<file path="config.mk">
export PLATFORM = sky130hd
export DESIGN_NAME = vws_cfg
export DESIGN_NICKNAME = d
export VERILOG_FILES = /design/src/hw/rtl/vws_pkg.sv /design/src/hw/rtl/vws_cfg.sv
export SDC_FILE = /design/constraint.sdc
export NUM_CORES = 1
export LEC_CHECK = 0
export BUFFER_PORTS_ARGS = -buffer_cell sky130_fd_sc_hd__buf_2
export CORE_MARGIN = 4
export CORE_UTILIZATION = 30
export DETAILED_ROUTE_END_ITERATION = 8
export PLACE_DENSITY = 0.6
export SLEW_MARGIN = 15
export SYNTH_ARGS = -nofsm -noshare
export SYNTH_HDL_FRONTEND = slang
export SYNTH_SLANG_ARGS = --single-unit
export TNS_END_PERCENT = 5
</file>
<file path="constraint.sdc">
create_clock -name clk_i -period 1.8 [get_ports clk_i]
set_input_delay 0.18 -clock clk_i [delete_from_list [all_inputs] [get_ports clk_i]]
set_output_delay 0.18 -clock clk_i [all_outputs]
set_load 0.01 [all_outputs]
</file>
<file path="src/hw/rtl/vws_pkg.sv">
// ----------------------------------------------------------------------------
// vws_pkg
// shared widths, types and helpers of the vertex weight solver
// ----------------------------------------------------------------------------
`default_nettype none

package vws_pkg;

  localparam int CW   = 16;            // coordinate width
  localparam int PW   = 3 * CW;        // packed point width
  localparam int DW   = 3 * CW + 3;    // determinant width
  localparam int XW   = 2 * CW + 1;    // cross product component width
  localparam int WW   = 32;            // weight width
  localparam int FRAC = 16;            // weight fraction bits
  localparam int QB   = 2 * FRAC + 1;  // quotient bits incl. rounding bit
  localparam int AW   = 5;             // apb address width
  localparam int RW   = 64;            // apb data width

  localparam logic [1:0] REG_VERTEX_A = 2'd0;
  localparam logic [1:0] REG_VERTEX_B = 2'd1;
  localparam logic [1:0] REG_VERTEX_C = 2'd2;

  typedef logic signed [CW-1:0] coord_t;

  typedef struct packed {
    logic                  valid;
    logic [2:0][DW-1:0]    num;
    logic [DW-1:0]         den;
  } solve_t;

  function automatic coord_t coord(input logic [PW-1:0] pt, input int idx);
    coord = pt[idx*CW +: CW];
  endfunction

endpackage

`default_nettype wire

</file>
<file path="src/hw/rtl/vws_cfg.sv">
// ----------------------------------------------------------------------------
// vws_cfg
// apb register file holding the three vertices
// ----------------------------------------------------------------------------
`default_nettype none

module vws_cfg (
  input  wire logic                   clk_i,
  input  wire logic                   rst_ni,
  input  wire logic                   psel,
  input  wire logic                   penable,
  input  wire logic                   pwrite,
  input  wire logic [vws_pkg::AW-1:0] paddr,
  input  wire logic [vws_pkg::RW-1:0] pwdata,
  output logic      [vws_pkg::RW-1:0] prdata,
  output logic                        pready,
  output logic      [vws_pkg::PW-1:0] vertex_a_o,
  output logic      [vws_pkg::PW-1:0] vertex_b_o,
  output logic      [vws_pkg::PW-1:0] vertex_c_o
);
  import vws_pkg::*;

  logic [PW-1:0] va_q, vb_q, vc_q;
  logic          wr;
  logic [1:0]    idx;

  assign pready = 1'b1;
  assign wr     = psel & penable & pwrite & pready;
  assign idx    = paddr[4:3];

  always_ff @(posedge clk_i or negedge rst_ni) begin
    if (!rst_ni) begin
      va_q <= '0;
      vb_q <= '0;
      vc_q <= '0;
    end else if (wr) begin
      unique case (idx)
        REG_VERTEX_A: va_q <= pwdata[PW-1:0];
        REG_VERTEX_B: vb_q <= pwdata[PW-1:0];
        REG_VERTEX_C: vc_q <= pwdata[PW-1:0];
        default: ;
      endcase
    end
  end

  always_comb begin
    unique case (idx)
      REG_VERTEX_A: prdata = RW'(va_q);
      REG_VERTEX_B: prdata = RW'(vb_q);
      REG_VERTEX_C: prdata = RW'(vc_q);
      default:      prdata = '0;
    endcase
  end

  assign vertex_a_o = va_q;
  assign vertex_b_o = vb_q;
  assign vertex_c_o = vc_q;

endmodule

`default_nettype wire

</file>
==> results.tsv, run 1 <==
metric	value	unit
outcome	complete, no violations	
yosys_warnings	0	
crit_path_max_fanout	3	
gr-usage-met2	22.5	%
grt_pass1_wl	28.1	mm
ys_top_cells_by_area	dfrtp_1 (55%), mux2_2 (21%), mux2i_1 (7.3%), mux2_4 (4.6%), o21ai_0 (3.7%)	
fp-row-count	53	
antennaDiodeCount	0	
ys_seq_area_share	55.1	%
synth-seq-cells	144	
tns	0	ns
cts_tree	done	
area_growth	36.0	%
maxCapViolations	0	
fill_cells	2034	
total_power	11.1	mW
p_sw	3.43	mW
grt-ovfl-total	0	
die_area	24200	sq um
hp-class	input port to flop	
nets	822	
peakVddDrop	569	uV
routed_wl	17.4	mm
clk_path_buf_depth	2	
dr.pass1.iters	4	
start_util	30.8	%
vias_per_cell	4.62	
clock_latency	0.40	ns
power_density	1250	nW/um^2
drt_iter0_markers	140	
synth_top_cell_by_area	dfrtp_1	
yosysTopAreaCellShare	55.1	%
seq_power_share	41.3	%
swShare	30.8	%
coreArea	21200	sq um
clock.fmax	0.623	GHz
clkTransAtPathRegs	0.06	ns
finClkSkew	0	ns
synth_cells	487	
synth.distinct_cells	17	
detail_route.wl_per_cell	16.8	microns
setup_violations	0	
startpoint_type	flop	
die_w	156	microns
critPathKind	flop to output pin	
finalHoldViolCount	0	
cts_root_buf	clkbuf_16	
ctsHoldBuffers	14	
combPwrFrac	26.3	%
avgSynthCellArea	13.4	sq um
rsz0062_at_grt	no	
end_kind	output pin	
cts_buffers	17	
drive_gt1_share	57.9	%
vias	4785	
portBuffers	246	
intPower	7.71	mW
critPathRequiredTime	1.62	ns
leakage	4.46	nW
gr-usage-met3	5.91	%
report.final.slew_viol_count	0	
place.gp.congestion	0.738	
die_h	156	microns
post-dp-hpwl	12.5	mm
top_usage_layer	met2	
grt_antenna_before_repair	0	
clockPowerShare	32.4	%
grt_usage	14.6	%
cts-htree-levels	4	
critPathArrivalTime	1.43	ns
cts_setup_buffers	0	
ant_nets	0	
final_cell_mix	buf_2 (244), dfrtp_1 (144), mux2_2 (124)	
netlist_area	6540	sq um
finalCriticalPeriod	1.61	ns
grt_max_degree	45	
period_share	89.2	%
final_common_cell	buf_2	
drc	0	
io_pins	283	
cts_sinks	144	
grt_pass1_vias	4998	
use_met1	18.9	%
fin_util	41.9	%
cts_resized	0	
==> through the flow <==
stage	setup slack (ns)	hold WS [ns]	std cells	cell area (sq um)
global placement	0.210	0.150	990	8150
floorplan	0.355	-0.116	502	6600
global route	0.155	0.0102	1035	8900
CTS	0.169	0.000210	1035	8900
detailed placement	0.178	0.157	990	8150
finish	0.195	0.0265	1035	8900
==> cell families (layout without fill, tap and decap cells) <==
logic type	after synthesis	count (layout)	share of synthesized area, %
AND/OR/NAND/NOR	53	53	3.25
multiplexers	192	192	33.3
other	2	17	0.115
buffers and inverters	48	306	4.59
AO/OA/AOI/OAI	48	48	3.67
flip-flops	144	144	55.1
==> per-layer routing <==
| metal | part of all wire, % | wire, microns |
|---|---|---|
| met1 | 43 | 7460 |
| met2 | 46 | 8040 |
| met3 | 9.8 | 1700 |
| met4 | 1.1 | 184 |
| met5 | 0 | 0 |
==> worst max-delay path, cell delays in order, from the launching register on <==
cell and delay [ns]:
dfrtp_1 0.37, mux2i_1 0.07, o21ai_0 0.35, buf_2 0.22
==> path summary, 6_finish.rpt <==
check / from / to / slack (ns) / cells after the start
max in group asynchronous: rst_ni / vertex_a_o[44] / 0.94 / 3
min reg2reg: vertex_c_o[19] / vertex_c_o[19] / 0.53 / 1
max: vertex_a_o[11] / prdata[11] / 0.19 / 3
min: pwdata[34] / vertex_b_o[34] / 0.03 / 2
min in group asynchronous: rst_ni / vertex_b_o[23] / 0.26 / 2
max reg2reg: vertex_b_o[47] / vertex_b_o[47] / 0.99 / 1
==> power by group through the flow <==
stage / clock network [mW] / logic (mW) / registers, mW
6_report: 3.61 / 2.93 / 4.60
3_5_place_dp: 0 / 2.95 / 4.65
5_1_grt: 3.88 / 3.22 / 4.73
2_1_floorplan: 0 / 1.23 / 4.91
4_1_cts: 3.75 / 2.98 / 4.61
3_3_place_gp: 0 / 2.91 / 4.64
==> Yosys cell counts <==
library cell,number
dfrtp_1,144
buf_2,15
nor2b_1,1
buf_4,21
conb_1,2
buf_6,3
nand3_1,1
nor3_1,1
o21ai_0,48
or3b_1,1
nand2_1,48
nor3b_1,1
mux2i_1,48
mux2_2,124
buf_1,2
mux2_4,20
clkbuf_1,7
==> registers in the layout (all words and copies together) (netlist names) <==
signal      flops
vertex_a_o     48
vertex_b_o     48
vertex_c_o     48
==> cell type report <==
cell class              count  area, sq um  share of cell area (%)
well taps                 275          344                    3.87
clock inverters            14          180                    2.03
flip-flops and latches    144         3600                    40.5
multi-input cells         310         2710                    30.5
repair buffers            275         1630                    18.3
clock buffers              17          425                    4.78
Note: power is estimated with default switching activity, not from simulation.
==> inputs of run 2 (changes only) <==
--- a/config.mk
+++ b/config.mk
@@ -6,6 +6,7 @@
 export NUM_CORES = 1
 export LEC_CHECK = 0
 export BUFFER_PORTS_ARGS = -buffer_cell sky130_fd_sc_hd__buf_2
+export CORE_ASPECT_RATIO = 1.25
 export CORE_MARGIN = 4
 export CORE_UTILIZATION = 30
 export DETAILED_ROUTE_END_ITERATION = 8
==> constraint.sdc (replaced) <==
create_clock -name clk_i -period 1.92 [get_ports clk_i]
set_input_delay 0.192 -clock clk_i [delete_from_list [all_inputs] [get_ports clk_i]]
set_output_delay 0.192 -clock clk_i [all_outputs]
set_load 0.01 [all_outputs]
==> run 2 against run 1 <==
Via count decreased by 3.7%. Sequential share of layout area increased by 0.88 points. Setup slack improved by 0.24 ns. Critical path depth increased by 2. Global-route usage decreased by 1.2 points. Die area about the same. Final cell count decreased by 0.97%. Worst hold slack improved by 0.015 ns. Critical path type is now input port to output pin.
==> results.tsv, run 2 (same netlist as run 1, synthesis figures left out) <==
metric	value	unit
area_growth	33.1	%
place.gp.congestion	0.745	
max_stage_delay	0.38	ns
critPathKind	input port to output pin	
power_density	1190	nW/um^2
leakage	4.40	nW
maxCapViolations	0	
final_cell_mix	buf_2 (244), dfrtp_1 (144), mux2_2 (124)	
cts_buffers	17	
grt_max_degree	72	
die_area	24200	sq um
cp_slowest_cell	buf_4	
cp_common_cell	buf_4	
die_w	140	microns
grt-ovfl-total	0	
dr.pass1.iters	4	
cpLargestDelayFamily	buffers and inverters	
drive_gt1_share	58.7	%
io_pins	283	
hp-class	input port to flop	
cts_tree	done	
crit_chain	buf_4, buf_4, mux2i_1, o21ai_0, buf_2	
critPathRequiredTime	1.73	ns
grt_pass1_wl	26.4	mm
routed_wl	16.4	mm
start_util	30.5	%
drc	0	
clock_latency	0.40	ns
clockPowerShare	32.5	%
grt_usage	13.4	%
die_h	173	microns
startpoint_type	input port	
crit_path_max_fanout	20	
setup_violations	0	
drt_iter0_markers	107	
cts-htree-levels	4	
detail_route.wl_per_cell	16.0	microns
ant_nets	0	
end_kind	output pin	
cp.buffers_inverters	3	
critPathArrivalTime	1.29	ns
final_common_cell	buf_2	
clk_path_buf_depth	2	
fill_cells	2064	
fin_cells	1025	
cts_sinks	144	
tns	0	ns
peakVddDrop	507	uV
report.final.slew_viol_count	0	
finClkSkew	0	ns
placed_cells	993	
outcome	complete, no violations	
rsz0062_at_grt	no	
cts_setup_buffers	0	
clkTransAtPathRegs	0.06	ns
p_sw	3.13	mW
swShare	30.2	%
portBuffers	246	
ctsHoldBuffers	1	
vias_per_cell	4.50	
antennaDiodeCount	0	
cts_root_buf	clkbuf_16	
coreArea	21500	sq um
fp-row-count	60	
clock.fmax	0.674	GHz
post-dp-hpwl	11.8	mm
total_power	10.4	mW
grt_antenna_before_repair	0	
finalHoldViolCount	0	
vias	4608	
grt_pass1_vias	4758	
finalCriticalPeriod	1.48	ns
intPower	7.23	mW
dp_worst_setup_slack	0.261	ns
seq_power_share	41.6	%
cts_resized	0	
fin_ws	0.436	ns
fin_util	40.6	%
nets	808	
period_share	77.3	%
combPwrFrac	25.8	%
-- run 2: routing by layer --
metal  share of wire (%)  track usage, %  up-vias
li1                    -               -     2170
met1                  42            16.4     2239
met2                  49            22.7      178
met3                 6.9            3.73       21
met4                 2.0            4.68        0
met5                   0               0        -
-- run 2: path summary, 6_finish.rpt --
check / depth (start not counted) / end / slack, ns / startpoint
setup reg to reg: 1 / vertex_b_o[25] / 1.12 / vertex_b_o[25]
setup / recovery: 5 / prdata[28] / 0.44 / paddr[3]
max in group asynchronous: 3 / vertex_b_o[9] / 1.03 / rst_ni
hold reg to reg: 1 / vertex_a_o[28] / 0.53 / vertex_a_o[28]
hold / removal: 2 / vertex_b_o[28] / 0.04 / pwdata[28]
min in group asynchronous: 2 / vertex_a_o[30] / 0.21 / rst_ni
-- run 2: cell type report --
type / instances / area (sq um) / area share (%)
Clock buffer: 19 / 443 / 5.09
Clock inverter: 12 / 156 / 1.80
Multi-Input combinational cell: 310 / 2710 / 31.2
Sequential cell: 144 / 3600 / 41.4
Tap cell: 279 / 349 / 4.01
Timing Repair Buffer: 261 / 1440 / 16.6
-- run 2: per-stage QoR --
step           hold WS [ns]  instance area [sq um]
6_report             0.0419                   8710
3_5_place_dp         0.0790                   8100
5_1_grt              0.0168                   8710
2_1_floorplan        -0.104                   6600
3_3_place_gp         0.0803                   8100
4_1_cts             0.00700                   8710
-- run 2: power by group through the flow --
stage                     Clock, mW  Combinational [mW]  Sequential, mW
after floorplan                   0                1.15            4.60
after global placement            0                2.68            4.36
after detailed placement          0                2.73            4.37
after CTS                      3.50                2.73            4.33
after global routing           3.62                2.93            4.43
final                          3.37                2.68            4.31
==> inputs of run 3 (changes only) <==
==> constraint.sdc (replaced) <==
create_clock -name clk_i -period 1.5 [get_ports clk_i]
set_input_delay 0.15 -clock clk_i [delete_from_list [all_inputs] [get_ports clk_i]]
set_output_delay 0.15 -clock clk_i [all_outputs]
set_load 0.01 [all_outputs]
==> run 3 against run 2 <==
Design area is 6.3% higher. Non-clock buffer count rose by 59. Clock power is 16% higher.
==> results.tsv, run 3 (same netlist as run 1, synthesis figures left out) <==
metric	value	unit
outcome	complete, no violations	
grt_antenna_before_repair	0	
startpoint_type	flop	
cts_sinks	144	
drt_iter0_markers	106	
finClkSkew	0	ns
critPathArrivalTime	1.25	ns
swShare	31.0	%
gr-usage-met2	23.6	%
die_w	140	microns
rr_startpoint	vertex_b_o[25]	
drc	0	
start_util	30.5	%
antennaDiodeCount	0	
regToRegSetupSlack	0.71	ns
final_cell_mix	buf_2 (244), dfrtp_1 (144), mux2_2 (124)	
finalHoldViolCount	0	
portBuffers	246	
cp.buffers_inverters	1	
cts-htree-levels	4	
seq_power_share	42.5	%
drive_gt1_share	55.8	%
io_pins	283	
peakVddDrop	710	uV
p_sw	4.02	mW
gr-usage-met3	3.46	%
top_usage_layer	met2	
finalCriticalPeriod	1.40	ns
critPathRequiredTime	1.35	ns
coreArea	21500	sq um
clock.fmax	0.712	GHz
worstHoldStart	pwdata[38]	
combPwrFrac	27.3	%
die_area	24200	sq um
maxCapViolations	0	
routed_wl	16.9	mm
fp-row-count	60	
dr.pass1.iters	4	
critPathKind	flop to output pin	
final_common_cell	buf_2	
report.final.slew_viol_count	0	
placed_area	8230	sq um
timing.rr.end	vertex_b_o[25]	
fin_area	9260	sq um
grt_pass1_vias	5018	
clk_path_buf_depth	2	
crit_path_max_fanout	3	
clock_latency	0.40	ns
grt_usage	13.8	%
cpLargestDelayFamily	flip-flops	
cts_root_buf	clkbuf_16	
cts_buffers	17	
vias_per_cell	4.54	
cts_tree	done	
detail_route.wl_per_cell	15.5	microns
cp_slowest_cell	dfrtp_1	
leakage	4.64	nW
die_h	173	microns
use_met1	17.4	%
rsz0062_at_grt	no	
setup_violations	0	
clockPowerShare	30.2	%
nets	867	
vias	4930	
period_share	93.6	%
grt-ovfl-total	0	
fin_util	43.1	%
power_density	1400	nW/um^2
clkTransAtPathRegs	0.06	ns
intPower	8.97	mW
crit_chain	mux2i_1, o21ai_0, buf_2	
grt_max_degree	42	
holdWs	0.0380	ns
total_power	13.0	mW
hp-class	input port to flop	
fill_cells	2024	
place.gp.congestion	0.737	
reg2reg_depth	1	
grt_pass1_wl	27.4	mm
tns	0	ns
ant_nets	0	
end_kind	output pin	
min_to	vertex_c_o[38]	
holdPathStages	2	
post-dp-hpwl	12.2	mm
max_stage_delay	0.37	ns
area_growth	41.5	%
-- run 3: timing repair --
item | in CTS | in global routing
gates resized for setup | 0 | 2
setup endpoints to repair | 0 | 2
setup buffers | 0 | 0
endpoints found under the hold margin | 183 | 0
hold buffers | 48 | 0
-- run 3: layer usage --
layer	wire length (microns)	share of wire, %
met1	7010	42
met2	8590	51
met3	1090	6.5
met4	165	0.98
met5	0	0
-- run 3: cell type report --
type                    instances  area [sq um]  area share [%]
clock inverters                13           113            1.22
clock buffers                  19           433            4.68
multi-input cells             310          2710            29.3
well taps                     279           349            3.77
flip-flops and latches        144          3600            38.9
repair buffers                320          2040            22.1
-- run 3: per-stage QoR --
stage          instances  worst slack [ns]
2_1_floorplan        502            0.0846
3_3_place_gp        1005           -0.0224
3_5_place_dp        1005           -0.0302
4_1_cts             1085            0.0414
5_1_grt             1085           0.00450
6_report            1085            0.0958
-- run 3: how the worst max path moves through the flow --
stage	startpoint	to	slack, ns	cells past startpoint
floorplan	paddr[3]	vertex_c_o[27]	0.08	5
global placement	pwrite	vertex_a_o[40]	-0.02	6
detailed placement	psel	vertex_a_o[42]	-0.03	6
CTS	vertex_b_o[38]	prdata[38]	0.04	3
global route	vertex_b_o[2]	prdata[2]	0.005	3
finish	vertex_b_o[46]	prdata[46]	0.1	3
-- run 3: power groups by stage --
| stage | Sequential [mW] | Clock (mW) | Combinational (mW) |
|---|---|---|---|
| 2_1_floorplan | 5.89 | 0 | 1.47 |
| 3_3_place_gp | 5.58 | 0 | 3.45 |
| 3_5_place_dp | 5.59 | 0 | 3.51 |
| 4_1_cts | 5.54 | 4.06 | 3.61 |
| 5_1_grt | 5.66 | 4.24 | 3.87 |
| 6_report | 5.52 | 3.92 | 3.55 |
